`src/hw/rtl/byte_entropy_engine_top_defines.svh`:
```
// assertion helpers for the entropy engine
`ifndef BYTE_ENTROPY_ENGINE_TOP_DEFINES_SVH
`define BYTE_ENTROPY_ENGINE_TOP_DEFINES_SVH
`ifndef SYNTHESIS
`define BEE_ASSERT_IMPL(label, clk, rst_n, a, c) \
    label: assert property (@(posedge clk) disable iff (!rst_n) (a) |-> (c)) \
        else $error("assertion failed");
`define BEE_ASSERT_NEXT(label, clk, rst_n, a, c) \
    label: assert property (@(posedge clk) disable iff (!rst_n) (a) |=> (c)) \
        else $error("assertion failed");
`else
`define BEE_ASSERT_IMPL(label, clk, rst_n, a, c)
`define BEE_ASSERT_NEXT(label, clk, rst_n, a, c)
`endif
`endif

```
`src/hw/rtl/bee_pkg.sv`:
```
`timescale 1ns / 1ps
`default_nettype none
package bee_pkg;
    localparam int COUNT_BITS = 27;
    localparam int BINS       = 256;
    localparam int BIN_BITS   = 8;
    localparam int FRAC_BITS  = 24;
    localparam int MANT_BITS  = 30;
    localparam int LG_BITS    = 5 + FRAC_BITS;
    localparam int SUM_BITS   = COUNT_BITS + LG_BITS;
    localparam int QDEPTH     = 4;
    localparam int QPTR_BITS  = 2;
    localparam logic [19:0] ENTROPY_MAX = 20'd524288;

    typedef struct packed {
        logic [7:0] data_byte;
        logic       last_byte;
    } in_item_t;

    typedef struct packed {
        logic [19:0] entropy_q16;
        logic [26:0] byte_total;
        logic        count_overflow;
    } out_item_t;
endpackage
`default_nettype wire

```
`src/hw/rtl/bee_queue.sv`:
```
`timescale 1ns / 1ps
`default_nettype none
module bee_queue (
    input  wire logic              clk,
    input  wire logic              rst_n,
    input  wire logic              push,
    input  wire bee_pkg::in_item_t push_data,
    input  wire logic              pop,
    output logic                   full,
    output logic                   not_empty,
    output bee_pkg::in_item_t      head
);
    bee_pkg::in_item_t slot_reg [bee_pkg::QDEPTH];
    logic [bee_pkg::QPTR_BITS-1:0] wp_reg, rp_reg;
    logic [bee_pkg::QPTR_BITS:0]   cnt_reg;

    assign full      = (cnt_reg == (bee_pkg::QPTR_BITS+1)'(bee_pkg::QDEPTH));
    assign not_empty = (cnt_reg != '0);
    assign head      = slot_reg[rp_reg];

    // pointers and fill count
    always_ff @(posedge clk or negedge rst_n)
    begin
        if (!rst_n)
        begin
            wp_reg  <= '0;
            rp_reg  <= '0;
            cnt_reg <= '0;
        end
        else
        begin
            if (push)
            begin
                wp_reg <= wp_reg + 1'b1;
            end
            if (pop)
            begin
                rp_reg <= rp_reg + 1'b1;
            end
            cnt_reg <= cnt_reg + {2'b0, push} - {2'b0, pop};
        end
    end

    // storage
    always_ff @(posedge clk)
    begin
        if (push)
        begin
            slot_reg[wp_reg] <= push_data;
        end
    end
endmodule
`default_nettype wire

```
`config.mk`:
```
export PLATFORM = sky130hd
export DESIGN_NAME = bee_queue
export DESIGN_NICKNAME = d
export VERILOG_FILES = /design/src/hw/rtl/byte_entropy_engine_top_defines.svh /design/src/hw/rtl/bee_pkg.sv /design/src/hw/rtl/bee_queue.sv
export SDC_FILE = /design/constraint.sdc
export NUM_CORES = 1
export LEC_CHECK = 0
export BUFFER_PORTS_ARGS = -buffer_cell sky130_fd_sc_hd__buf_2
export CORE_ASPECT_RATIO = 0.75
export CORE_MARGIN = 1.5
export CORE_UTILIZATION = 55
export CTS_CLUSTER_DIAMETER = 120
export DETAILED_ROUTE_END_ITERATION = 16
export PLACE_DENSITY = 0.73
export SYNTH_ARGS = -nofsm -noshare
export SYNTH_HDL_FRONTEND = slang
export SYNTH_SLANG_ARGS = --single-unit
```
`constraint.sdc`:
```
create_clock -name clk -period 2.22 [get_ports clk]
set_input_delay 0.222 -clock clk [delete_from_list [all_inputs] [get_ports clk]]
set_output_delay 0.222 -clock clk [all_outputs]
set_load 0.01 [all_outputs]
```
==> Flow_metrics.wiki, run 1 <==
{| class="wikitable"
! Metric !! Value
|-
| Run status || finished, final reports clean
|-
| Area of the core region || a little under 3000 µm²
|-
| Class of the most critical hold timing path || input port to flip-flop
|-
| CTS max path bufs || 2
|-
| Worst IR drop on VDD || roughly 0.64 mV
|-
| Final setup violating endpoints || 0
|-
| Width of the die || 67.0 µm
|-
| Cells on worst reg2reg path || 7
|-
| Number of nets at the end of the flow || 130
|-
| Area of the mapped netlist || 1690 µm²
|-
| Source of the worst hold timing path || pop
|-
| Number of buffers added on ports || 23
|-
| Worst-case hold slack || ~0.14 ns
|-
| Fillers || 208
|-
| Max Clock Freq || 493 MHz
|-
| Count of maximum capacitance violations || 0
|-
| Reg-to-reg slack, setup || between 0.5 and 0.6 ns
|-
| Syn. warnings || 0
|-
| Least setup slack across all paths after layout || between 0.15 and 0.2 ns
|-
| Die area || ~3400 µm²
|-
| IO Pins || 24
|-
| Share of the yosys chip area belonging to registers || around 74%
|-
| Die Y-Extent || 51.0 µm
|-
| Max Fanout on Critical Path || 11
|-
| # diodes || 0
|-
| Leading post-synthesis cells by cell area || edfxtp_1 64%, mux4_2 11%, dfrtp_1 10%, ha_1 4.4%, mux4_1 1.6%
|-
| Drt drc || 0
|-
| Final instance count without filler cells || between 100 and 150
|-
| Synthesized flop and latch total || 43
|-
| Source of the critical timing path || rp_reg[0]
|-
| Startpoint kind of the worst setup timing path || flip-flop
|-
| Area delta synth->final || 14.3%
|-
| Mean cell area of the mapped netlist || ~21 µm²
|-
| Total CTS buffers || 5
|-
| H-tree depth reported by CTS || 2
|-
| Max_slew headroom || 58.3%
|-
| WL final || about 2.3 mm
|-
| Data required time of the worst path || 2.00 ns
|-
| Pin count of the biggest net entering global routing || 14
|-
| Tcrit/Tclk final || between 90% and 100%
|-
| Clock latency on the worst-skew pair || around 0.28 ns
|-
| Cts repair resizes || 0
|-
| Share of final-layout standard cells stronger than drive strength 1 || about 34%
|-
| Synth unique cells || 16
|-
| Vias post-DR || 785
|-
| Starting DRT DRC Count || 56
|-
| Site row count || 17
|-
| Clk_skew || about 0.0015 ns
|-
| Residual overflow from global routing || 0
|-
| Reported leakage power || between 0.7 and 0.8 nW
|-
| PwrDens || about 1200 nW/µm²
|-
| Largest register FFs || 36
|-
| Commonest non-fill, non-tap cell in the layout || edfxtp_1
|-
| Overall routing resource usage || between 10% and 20%
|-
| Area after detailed placement || around 1800 µm²
|-
| Final number of hold-violating endpoints || 0
|-
| Vias in the first global route || approximately 760
|-
| Final ANT Viol Nets || 0
|-
| Post-placement worst setup slack || ~0.46 ns
|-
| Clock tree from TritonCTS || yes
|-
| Leading cell types in the layout, fill and taps excluded || 36 x edfxtp_1, 23 x buf_2, 8 x mux4_2, 7 x dfrtp_1
|-
| Wire length of the first global-routing pass || about 3.7 mm
|-
| Reg2Reg Launch Point || cnt_reg[0]
|-
| Worst-margin pin slew || between 0.6 and 0.7 ns
|-
| Initial Utilization || between 50% and 60%
|-
| Final max-slew violation count || 0
|-
| Average vias per placed instance || 5.27
|-
| Setup Total Neg Slack || 0 ns
|-
| Number of sinks driven by the clock tree || 43
|-
| Area share of the largest cell type after synthesis || 64.0%
|-
| Hold Path Sink || rp_reg[0]
|-
| Pre-antenna DRT Iters || 4
|-
| Root Driver || clkbuf_8
|-
| CP Data Arrival Time || approximately 1.8 ns
|-
| Synth Net Count || 101
|-
| Fin crit period || ~2.0 ns
|-
| Placed Cells incl. Taps || between 100 and 150
|-
| Number of stages on the worst hold path || 2
|-
| Unrepaired setup endpoints after global routing || false
|-
| Reg2reg end || cnt_reg[2]
|-
| Library cell with the largest summed area after synthesis || edfxtp_1
|-
| Category of the worst setup path capture point || primary output
|-
| Category of the most critical setup path || flip-flop to primary output
|-
| Antenna violations before repair || 0
|-
| Clock slew seen by the registers of the worst setup and hold paths || approximately 0.070 ns
|-
| Final instance area || roughly 1900 µm²
|-
| Average routed wire per standard cell || 15.7 µm
|-
| Gate count of the mapped netlist || slightly above 80
|-
| RePlAce Congestion || between 0.6 and 0.7
|}
[Yosys cell counts]
cell type and n:
and2_1 4, xnor2_1 2, mux4_2 8, xor2_1 3, or3_1 1, nand2_1 2, mux4_1 1, fa_1 1
and3_1 1, o21ai_0 1, edfxtp_1 36, buf_2 1, ha_1 6, inv_1 6, dfrtp_1 7, buf_6 1
[worst max path at each step]
stage / end / depth (start not counted)
after CTS: head[8] / 2
after detailed placement: head[8] / 2
after global routing: head[8] / 2
final: head[8] / 2
after global placement: head[8] / 2
after floorplan: cnt_reg[2] / 7
[worst max-delay path, cell delays in order (launching register included)]
cell and delay [ns]:
dfrtp_1 0.75, mux4_1 0.62, buf_2 0.15
[final cells by class]
type / count / area (µm²) / share of cell area [%]
clock inverters: 2 / 12.5 / 0.648
clock buffers: 6 / 72.6 / 3.76
flip-flops and latches: 43 / 1260 / 65.0
multi-input cells: 30 / 395 / 20.5
inverters: 6 / 22.5 / 1.17
well taps: 38 / 47.5 / 2.46
repair buffers: 24 / 125 / 6.48
[per-layer routing]
layer	global-route usage, %	vias up	part of all wire (%)
met5	0	-	0
met2	23.9	17	49
met3	7.27	3	4.4
li1	-	363	-
met1	21.7	402	46
met4	5.10	0	0.68
[report_power, final]
group          switching, mW  total [mW]  internal [mW]  leakage [nW]
registers              0.157        1.24           1.08         0.413
clock network          0.245       0.465          0.220        0.0412
logic                  0.301       0.656          0.355         0.280
total                  0.703        2.36           1.66         0.734
[kinds of logic (layout without fill, tap and decap cells)]
kind of cell	after synthesis	after routing	share of synthesized area [%]
buf+inv	8	38	2.29
fa+ha+maj	7	7	5.63
compound gates	1	1	0.296
xor+xnor	5	5	2.59
simple gates	8	8	2.67
flops	43	43	74.3
mux	9	9	12.2
[stage by stage]
stage                     power (mW)  utilization, %
after global placement          1.90            62.6
after detailed placement        1.94            62.6
after CTS                       2.40            65.8
after global routing            2.51            65.8
after floorplan                 1.71               -
final                           2.36            65.8
[timing repair]
action,CTS,global route
hold buffers,1,0
buffers inserted,0,0
hold endpoints to repair,7,0
Note: power is estimated with default switching activity, not from simulation.
==> inputs of run 2 (changes only) <==
Settings changed: GPL_TIMING_DRIVEN set to 0.
==> run 2 against run 1 <==
Effect of this change: cell count is 1.3% higher; first-iteration DRC count is 18% lower; sequential power is 6% lower; clock power hardly changed; combinational power is 20% higher; register-to-register slack worse by 0.05 ns; critical path depth is 1 higher; clock skew is 0.0019 ns higher; fmax is 12% higher; critical endpoint is now head[3]; largest cell class unchanged; largest power group unchanged.
==> Flow_metrics.wiki, run 2 (same netlist as run 1, synthesis figures left out) <==
{| class="wikitable"
! Metric !! Value
|-
| Startpoint kind of the worst setup timing path || flip-flop
|-
| Hold Path Sink || slot_reg[2][6]
|-
| Overall power || 2.42 mW (+2.7%)
|-
| Width of the die || 67.0 µm (unchanged)
|-
| Final max-slew violation count || 0 (unchanged)
|-
| Setup Total Neg Slack || 0 ns (unchanged)
|-
| Drt drc || 0 (unchanged)
|-
| Category of the worst setup path capture point || primary output
|-
| Internal power || 1.68 mW (+1.7%)
|-
| Final number of hold-violating endpoints || 0 (unchanged)
|-
| Root Driver || clkbuf_8
|-
| Residual overflow from global routing || 0 (unchanged)
|-
| Worst-margin pin slew || 0.507 ns (-0.119 ns)
|-
| Area of the core region || 2940 µm² (unchanged)
|-
| Placed Cells incl. Taps || 142 (+1.4%)
|-
| Run status || finished, final reports clean
|-
| Site row count || 17 (unchanged)
|-
| Count of maximum capacitance violations || 0 (unchanged)
|-
| Share of final-layout standard cells stronger than drive strength 1 || 35.4% (+1.2 points)
|-
| Number of buffers added on ports || 23 (unchanged)
|-
| Max_slew headroom || 66.2% (+7.9 points)
|-
| Pin count of the biggest net entering global routing || 14 (unchanged)
|-
| H-tree depth reported by CTS || 2 (unchanged)
|-
| # diodes || 0 (unchanged)
|-
| Reg2Reg Launch Point || cnt_reg[0]
|-
| Clock slew seen by the registers of the worst setup and hold paths || 0.08 ns (about the same)
|-
| Switching power || 0.738 mW (+5.0%)
|-
| Wire length of the first global-routing pass || 3.95 mm (+7.1%)
|-
| Initial Utilization || 57.6% (unchanged)
|-
| Reported leakage power || 0.744 nW (+1.4%)
|-
| Max Fanout on Critical Path || 10 (-1)
|-
| Category of the most critical setup path || flip-flop to primary output
|-
| WL final || 2.63 mm (+13%)
|-
| End-of-flow core utilization || 66.4% (+0.55 points)
|-
| Class of the most critical hold timing path || input port to flip-flop
|-
| Fin crit period || 1.81 ns (-0.217 ns)
|-
| Clock latency on the worst-skew pair || 0.29 ns (about the same)
|-
| Largest register FFs || 36 (unchanged)
|-
| RePlAce Congestion || 0.663 (-2.1%)
|-
| Clk_skew || 0.00343 ns (+0.00193 ns)
|-
| PwrDens || 1240 nW/µm² (+1.9%)
|-
| Area delta synth->final || 15.2%
|-
| Final instance count without filler cells || 151 (+1.3%)
|-
| Number of sinks driven by the clock tree || 43 (unchanged)
|-
| Starting DRT DRC Count || 46 (-18%)
|-
| Max Clock Freq || 552 MHz (+12%)
|-
| CP Data Arrival Time || 1.59 ns (-0.22 ns)
|-
| Fillers || 203 (-2.4%)
|-
| Leading cell types in the layout, fill and taps excluded || 36 x edfxtp_1, 24 x buf_2, 8 x mux4_2, 7 x dfrtp_1
|-
| IO Pins || 24 (unchanged)
|-
| Commonest non-fill, non-tap cell in the layout || edfxtp_1
|-
| Cells on worst reg2reg path || 7 (unchanged)
|-
| Reg-to-reg slack, setup || 0.53 ns (-0.05 ns)
|-
| Share of total power in the clock network || 19.2% (-0.5 points)
|-
| Average vias per placed instance || 5.22 (-0.95%)
|-
| Data required time of the worst path || 2.00 ns (about the same)
|-
| Worst-case hold slack || 0.143 ns (+0.00171 ns)
|-
| Average routed wire per standard cell || 17.4 µm (+11%)
|-
| Pre-antenna DRT Iters || 4 (unchanged)
|-
| Final setup violating endpoints || 0 (unchanged)
|-
| Source of the worst hold timing path || push_data[6]
|-
| Overall routing resource usage || 17.8% (+1.6 points)
|-
| Switching portion of total power || 30.5% (+0.67 points)
|-
| Vias in the first global route || 828 (+9.2%)
|-
| Total CTS buffers || 5 (unchanged)
|-
| DPL Wire Length || 1.85 mm
|-
| CTS max path bufs || 2 (unchanged)
|-
| Number of stages on the worst hold path || 1 (-1)
|-
| Number of buffers inserted by post-CTS setup repair || 0 (unchanged)
|-
| Final ANT Viol Nets || 0 (unchanged)
|-
| Comb pwr share || 32.6% (+4.8 points)
|-
| Unrepaired setup endpoints after global routing || false
|-
| Vias post-DR || 788 (+0.38%)
|-
| Tcrit/Tclk final || 81.6% (-9.8 points)
|-
| Die area || 3420 µm² (unchanged)
|-
| Clock tree from TritonCTS || yes
|-
| Antenna violations before repair || 0 (unchanged)
|-
| Number of nets at the end of the flow || 132 (+1.5%)
|-
| Die Y-Extent || 51.0 µm (unchanged)
|-
| Worst IR drop on VDD || 0.673 mV (+4.5%)
|-
| Reg2reg end || cnt_reg[2]
|-
| Seq pwr share || 48.3% (-4.2 points)
|}
==> run 2: cell count changes in the layout (fill, tap and decap cells not counted) <==
cell | before | now
buf_6 | 0 | 1
buf_2 | 23 | 24
==> run 2: worst max-delay path by stage <==
stage               depth (start not counted)  slack, ns          to        from
finish                                      3       0.41     head[3]   rp_reg[0]
global route                                3       0.36     head[3]   rp_reg[0]
CTS                                         3       0.39     head[3]   rp_reg[0]
detailed placement                          7       0.53  cnt_reg[2]  cnt_reg[0]
global placement                            7       0.60  cnt_reg[2]  cnt_reg[0]
floorplan                                   7       0.65  cnt_reg[2]  cnt_reg[0]
==> run 2: power groups by stage <==
stage | registers [mW] | logic (mW) | clock network [mW]
3_5_place_dp | 1.19 | 0.808 | 0
5_1_grt | 1.19 | 0.885 | 0.501
6_report | 1.17 | 0.788 | 0.464
2_1_floorplan | 1.15 | 0.562 | 0
4_1_cts | 1.17 | 0.812 | 0.475
3_3_place_gp | 1.16 | 0.770 | 0
==> run 2: layer usage <==
layer	share of wire (%)	GRT usage, %
met5	0	0
met3	3.5	4.63
met2	53	30.0
met1	42	21.1
met4	1.5	9.18
==> run 2: per-stage QoR <==
step | cell area [µm²] | setup slack, ns
after floorplan | 1690 | 0.646
after global placement | 1850 | 0.600
after detailed placement | 1850 | 0.535
after CTS | 1950 | 0.395
after global routing | 1950 | 0.359
final | 1950 | 0.409
==> run 2: critical path, cell delays in order, from the launching register on <==
cell and delay (ns):
dfrtp_1 0.41, buf_6 0.20, mux4_2 0.54, buf_2 0.16
==> run 2: timing repair <==
item | CTS | global route
endpoints found under the hold margin | 7 | 0
hold buffers | 1 | 0
gates resized for setup | 0 | 0
==> run 2: layout make-up <==
cell class | instances | area, µm² | area share [%]
Sequential cell | 43 | 1260 | 64.5
Multi-Input combinational cell | 30 | 395 | 20.3
Timing Repair Buffer | 24 | 125 | 6.42
Clock buffer | 6 | 72.6 | 3.73
Tap cell | 38 | 47.5 | 2.44
Inverter | 6 | 22.5 | 1.16
Buffer | 2 | 16.3 | 0.835
Clock inverter | 2 | 12.5 | 0.642
==> inputs of run 3 (changes only) <==
Settings changed: ABC_AREA set to 1, CORE_UTILIZATION 55 to 56.
Clock period 2.22 ns to 1.8 ns, I/O delays scaled along.
==> run 3 against run 2 <==
Effect of this change: register-to-register slack got worse by 0.37 ns; total power rose by 44%; core utilization rose by 0.95 points; routed wire length rose by 32%; highest routed layer unchanged; first-iteration DRC count rose by 57%; largest power group unchanged; critical endpoint is now cnt_reg[2]; die area rose by 11%; critical path type is now flip-flop to flip-flop; worst setup slack got worse by 0.25 ns.
==> Flow_metrics.wiki, run 3 <==
{| class="wikitable"
! Metric !! Value
|-
| Pre-antenna DRT Iters || 4 (unchanged)
|-
| Category of the worst setup path capture point || flip-flop
|-
| Area share of the largest cell type after synthesis || 56.3% (-7.7 points)
|-
| Clock tree from TritonCTS || yes
|-
| Worst IR drop on VDD || 0.918 mV (+36%)
|-
| Drt drc || 0 (unchanged)
|-
| Vias post-DR || 1246 (+58%)
|-
| H-tree depth reported by CTS || 2 (unchanged)
|-
| Comb pwr share || 37.6% (+5.0 points)
|-
| Largest register FFs || 36 (unchanged)
|-
| Number of buffers added on ports || 23 (unchanged)
|-
| Leading cell types in the layout, fill and taps excluded || 56 x nand2_1, 48 x inv_1, 36 x edfxtp_1, 24 x buf_2, 20 x nand3_1
|-
| Number of nets at the end of the flow || 237 (+80%)
|-
| Syn. warnings || 0 (unchanged)
|-
| Total CTS buffers || 5 (unchanged)
|-
| Count leader, synth || nand2_1
|-
| Internal power || 2.22 mW (+32%)
|-
| Leading post-synthesis cells by cell area || edfxtp_1 56%, nand2_1 11%, inv_1 9.4%, dfrtp_1 9.1%, nand3_1 5.2%
|-
| Reported leakage power || 1.12 nW (+50%)
|-
| Count of maximum capacitance violations || 0 (unchanged)
|-
| Share of the yosys chip area belonging to registers || 65.4% (-9.0 points)
|-
| Fillers || 272 (+34%)
|-
| RePlAce Congestion || 0.666 (+0.50%)
|-
| Share of final-layout standard cells stronger than drive strength 1 || 17.4% (-18 points)
|-
| Synth Net Count || 206 (+100%)
|-
| # diodes || 0 (unchanged)
|-
| Wire length of the first global-routing pass || 5.48 mm (+39%)
|-
| Library cell with the largest summed area after synthesis || edfxtp_1
|-
| Largest family of logic cells by synthesized area || simple AND/OR/NAND/NOR gates
|-
| Fin crit period || ~1.6 ns
|-
| Starting DRT DRC Count || 72 (+57%)
|-
| Max Clock Freq || about 610 MHz
|-
| Multiplexer fraction of the synthesized cell area || 0% (-12 points)
|-
| Pin count of the biggest net entering global routing || 16 (+2)
|-
| Average routed wire per standard cell || 13.5 µm (-23%)
|-
| Vias in the first global route || 1189 (+44%)
|-
| Final setup violating endpoints || 0 (unchanged)
|-
| Site row count || 18 (+1)
|-
| CTS max path bufs || 2 (unchanged)
|-
| Setup Total Neg Slack || 0 ns (unchanged)
|-
| Final max-slew violation count || 0 (unchanged)
|-
| Share of total power in the clock network || 21.7% (+2.5 points)
|-
| Die Y-Extent || 53.7 µm (+5.3%)
|-
| Switching power || 1.28 mW (+73%)
|-
| Residual overflow from global routing || 0 (unchanged)
|-
| Average vias per placed instance || 4.83 (-7.5%)
|-
| Area of the core region || 3290 µm² (+12%)
|-
| Area delta synth->final || 15.2% (about the same)
|-
| Max Fanout on Critical Path || 2 (-8)
|-
| PwrDens || 1580 nW/µm² (+27%)
|-
| IO Pins || 24 (unchanged)
|-
| Initial Utilization || 58.4% (+0.86 points)
|-
| Async set or reset register ratio after synthesis || 16.3% (unchanged)
|-
| Adder-cell area share of the yosys netlist || 4.95% (-0.68 points)
|-
| Root Driver || clkbuf_8
|-
| Category of the most critical setup path || flip-flop to flip-flop
|-
| WL final || 3.48 mm (+32%)
|-
| DPL Wire Length || 2.36 mm (+28%)
|-
| Synthesized flop and latch total || 43 (unchanged)
|-
| Max_slew headroom || 71.6% (+5.4 points)
|-
| Overall routing resource usage || 20.7% (+2.9 points)
|-
| Startpoint kind of the worst setup timing path || flip-flop
|-
| Area of the mapped netlist || 1920 µm² (+14%)
|-
| Antenna violations before repair || 0 (unchanged)
|-
| Top cells by instance count after synthesis || 56 x nand2_1, 48 x inv_1, 36 x edfxtp_1
|-
| Switching portion of total power || 36.5% (+6.1 points)
|-
| Unrepaired setup endpoints after global routing || false
|-
| Number of sinks driven by the clock tree || 43 (unchanged)
|-
| Post-synthesis xor/xnor area fraction || 1.37% (-1.2 points)
|-
| Run status || finished, final reports clean
|-
| Final ANT Viol Nets || 0 (unchanged)
|-
| Worst-margin pin slew || 0.426 ns (-0.0815 ns)
|-
| Commonest non-fill, non-tap cell in the layout || nand2_1
|-
| Overall power || 3.50 mW (+44%)
|-
| Class of the most critical hold timing path || input port to flip-flop
|-
| Clock slew seen by the registers of the worst setup and hold paths || 0.08 ns (about the same)
|-
| Simple logic cell fraction of the synthesized area || 16.4% (+14 points)
|-
| CP Data Arrival Time || 1.84 ns (+0.25 ns)
|-
| Share of the synthesized area in compound gates (AO/OA/AOI/OAI) || 0.260% (-0.036 points)
|-
| Clk_skew || 0.00912 ns (+0.00569 ns)
|-
| Data required time of the worst path || 1.99 ns (about the same)
|-
| Ys flop type || edfxtp_1
|-
| Final instance area || 2210 µm² (+14%)
|-
| Clock latency on the worst-skew pair || 0.30 ns (about the same)
|-
| Seq pwr share || 40.8% (-7.5 points)
|-
| Area after detailed placement || 2090 µm² (+13%)
|-
| Count of flip-flops with a built-in enable after synthesis || 36 (unchanged)
|-
| Die area || 3800 µm² (+11%)
|-
| Synth unique cells || 15 (-1)
|-
| Gate count of the mapped netlist || 186 (+130%)
|-
| Final number of hold-violating endpoints || 0 (unchanged)
|-
| Mean cell area of the mapped netlist || 10.3 µm² (-50%)
|-
| Width of the die || 70.6 µm (+5.4%)
|-
| Tcrit/Tclk final || 91.3%
|}
run 3: cell count changes after synthesis, sizes merged, moves of 2 or more:
cell | before | now
inv | 6 | 50
xnor2 | 2 | 0
buf | 2 | 4
and2 | 4 | 0
nand3 | 0 | 20
mux4 | 9 | 0
nand2 | 2 | 56
run 3: final cells by class:
class                      count  area, µm²  share of cell area (%)
timing repair buffer          24        125                    5.65
clock buffer                   5       68.8                    3.11
buffer                         5       36.3                    1.64
sequential                    43       1260                    56.8
tap                           40       50.0                    2.26
inverter                      50        188                    8.48
multi-input combinational     88        442                    20.0
clock inverter                 3       47.5                    2.15
run 3: power groups by stage:
stage | Combinational [mW] | Sequential, mW | Clock [mW]
6_report | 1.31 | 1.43 | 0.757
5_1_grt | 1.50 | 1.44 | 0.806
4_1_cts | 1.33 | 1.43 | 0.762
3_5_place_dp | 1.33 | 1.45 | 0
3_3_place_gp | 1.26 | 1.43 | 0
2_1_floorplan | 0.884 | 1.42 | 0
run 3: through the flow:
stage	hold WS (ns)	setup WS, ns	std cells	utilization (%)
2_1_floorplan	-0.116	0.260	186	-
3_3_place_gp	0.0186	0.222	249	63.5
3_5_place_dp	0.0241	0.153	249	63.5
4_1_cts	0.0871	0.140	258	67.3
5_1_grt	0.0868	0.0254	258	67.3
6_report	0.0925	0.157	258	67.3
run 3: cell families (layout without fill, tap and decap cells):
group | count (synthesis) | in the layout
buffers and inverters | 55 | 87
adders and majority gates | 7 | 7
xor gates and xnor gates | 3 | 3
and+or+nand+nor | 77 | 77
DFF | 43 | 43
AOI/OAI and AO/OA | 1 | 1
run 3: final timing paths:
kind | depth (start not counted) | to | slack (ns) | startpoint
max | 9 | cnt_reg[2] | 0.16 | cnt_reg[0]
min | 1 | slot_reg[2][5] | 0.09 | push_data[5]
max reg2reg | 9 | cnt_reg[2] | 0.16 | cnt_reg[0]
min reg2reg | 2 | cnt_reg[2] | 0.48 | cnt_reg[2]
max in group asynchronous | 2 | rp_reg[1] | 1.38 | rst_n
min in group asynchronous | 2 | wp_reg[0] | 0.25 | rst_n
run 3: per-layer routing:
| metal | vias up | wire length (µm) | GRT usage (%) |
|---|---|---|---|
| met5 | - | 0 | 0 |
| met4 | 0 | 38 | 7.55 |
| met3 | 5 | 103 | 6.37 |
| met2 | 24 | 1820 | 35.2 |
| met1 | 588 | 1520 | 25.7 |
| li1 | 629 | - | - |
run 3: critical path, stage by stage (launching register included):
cell     delay [ns]
dfrtp_1        0.35
inv_1          0.06
ha_1           0.27
inv_1          0.04
ha_1           0.18
fa_1           0.39
inv_1          0.06
nand2_1        0.06
nand3_1        0.08
nand2_1        0.06
run 3: timing repair:
action	4_1_cts	5_1_grt
setup buffers	0	0
resized for setup	0	0
hold buffers	1	0
hold endpoints to repair	7	0
setup endpoints to repair	0	0
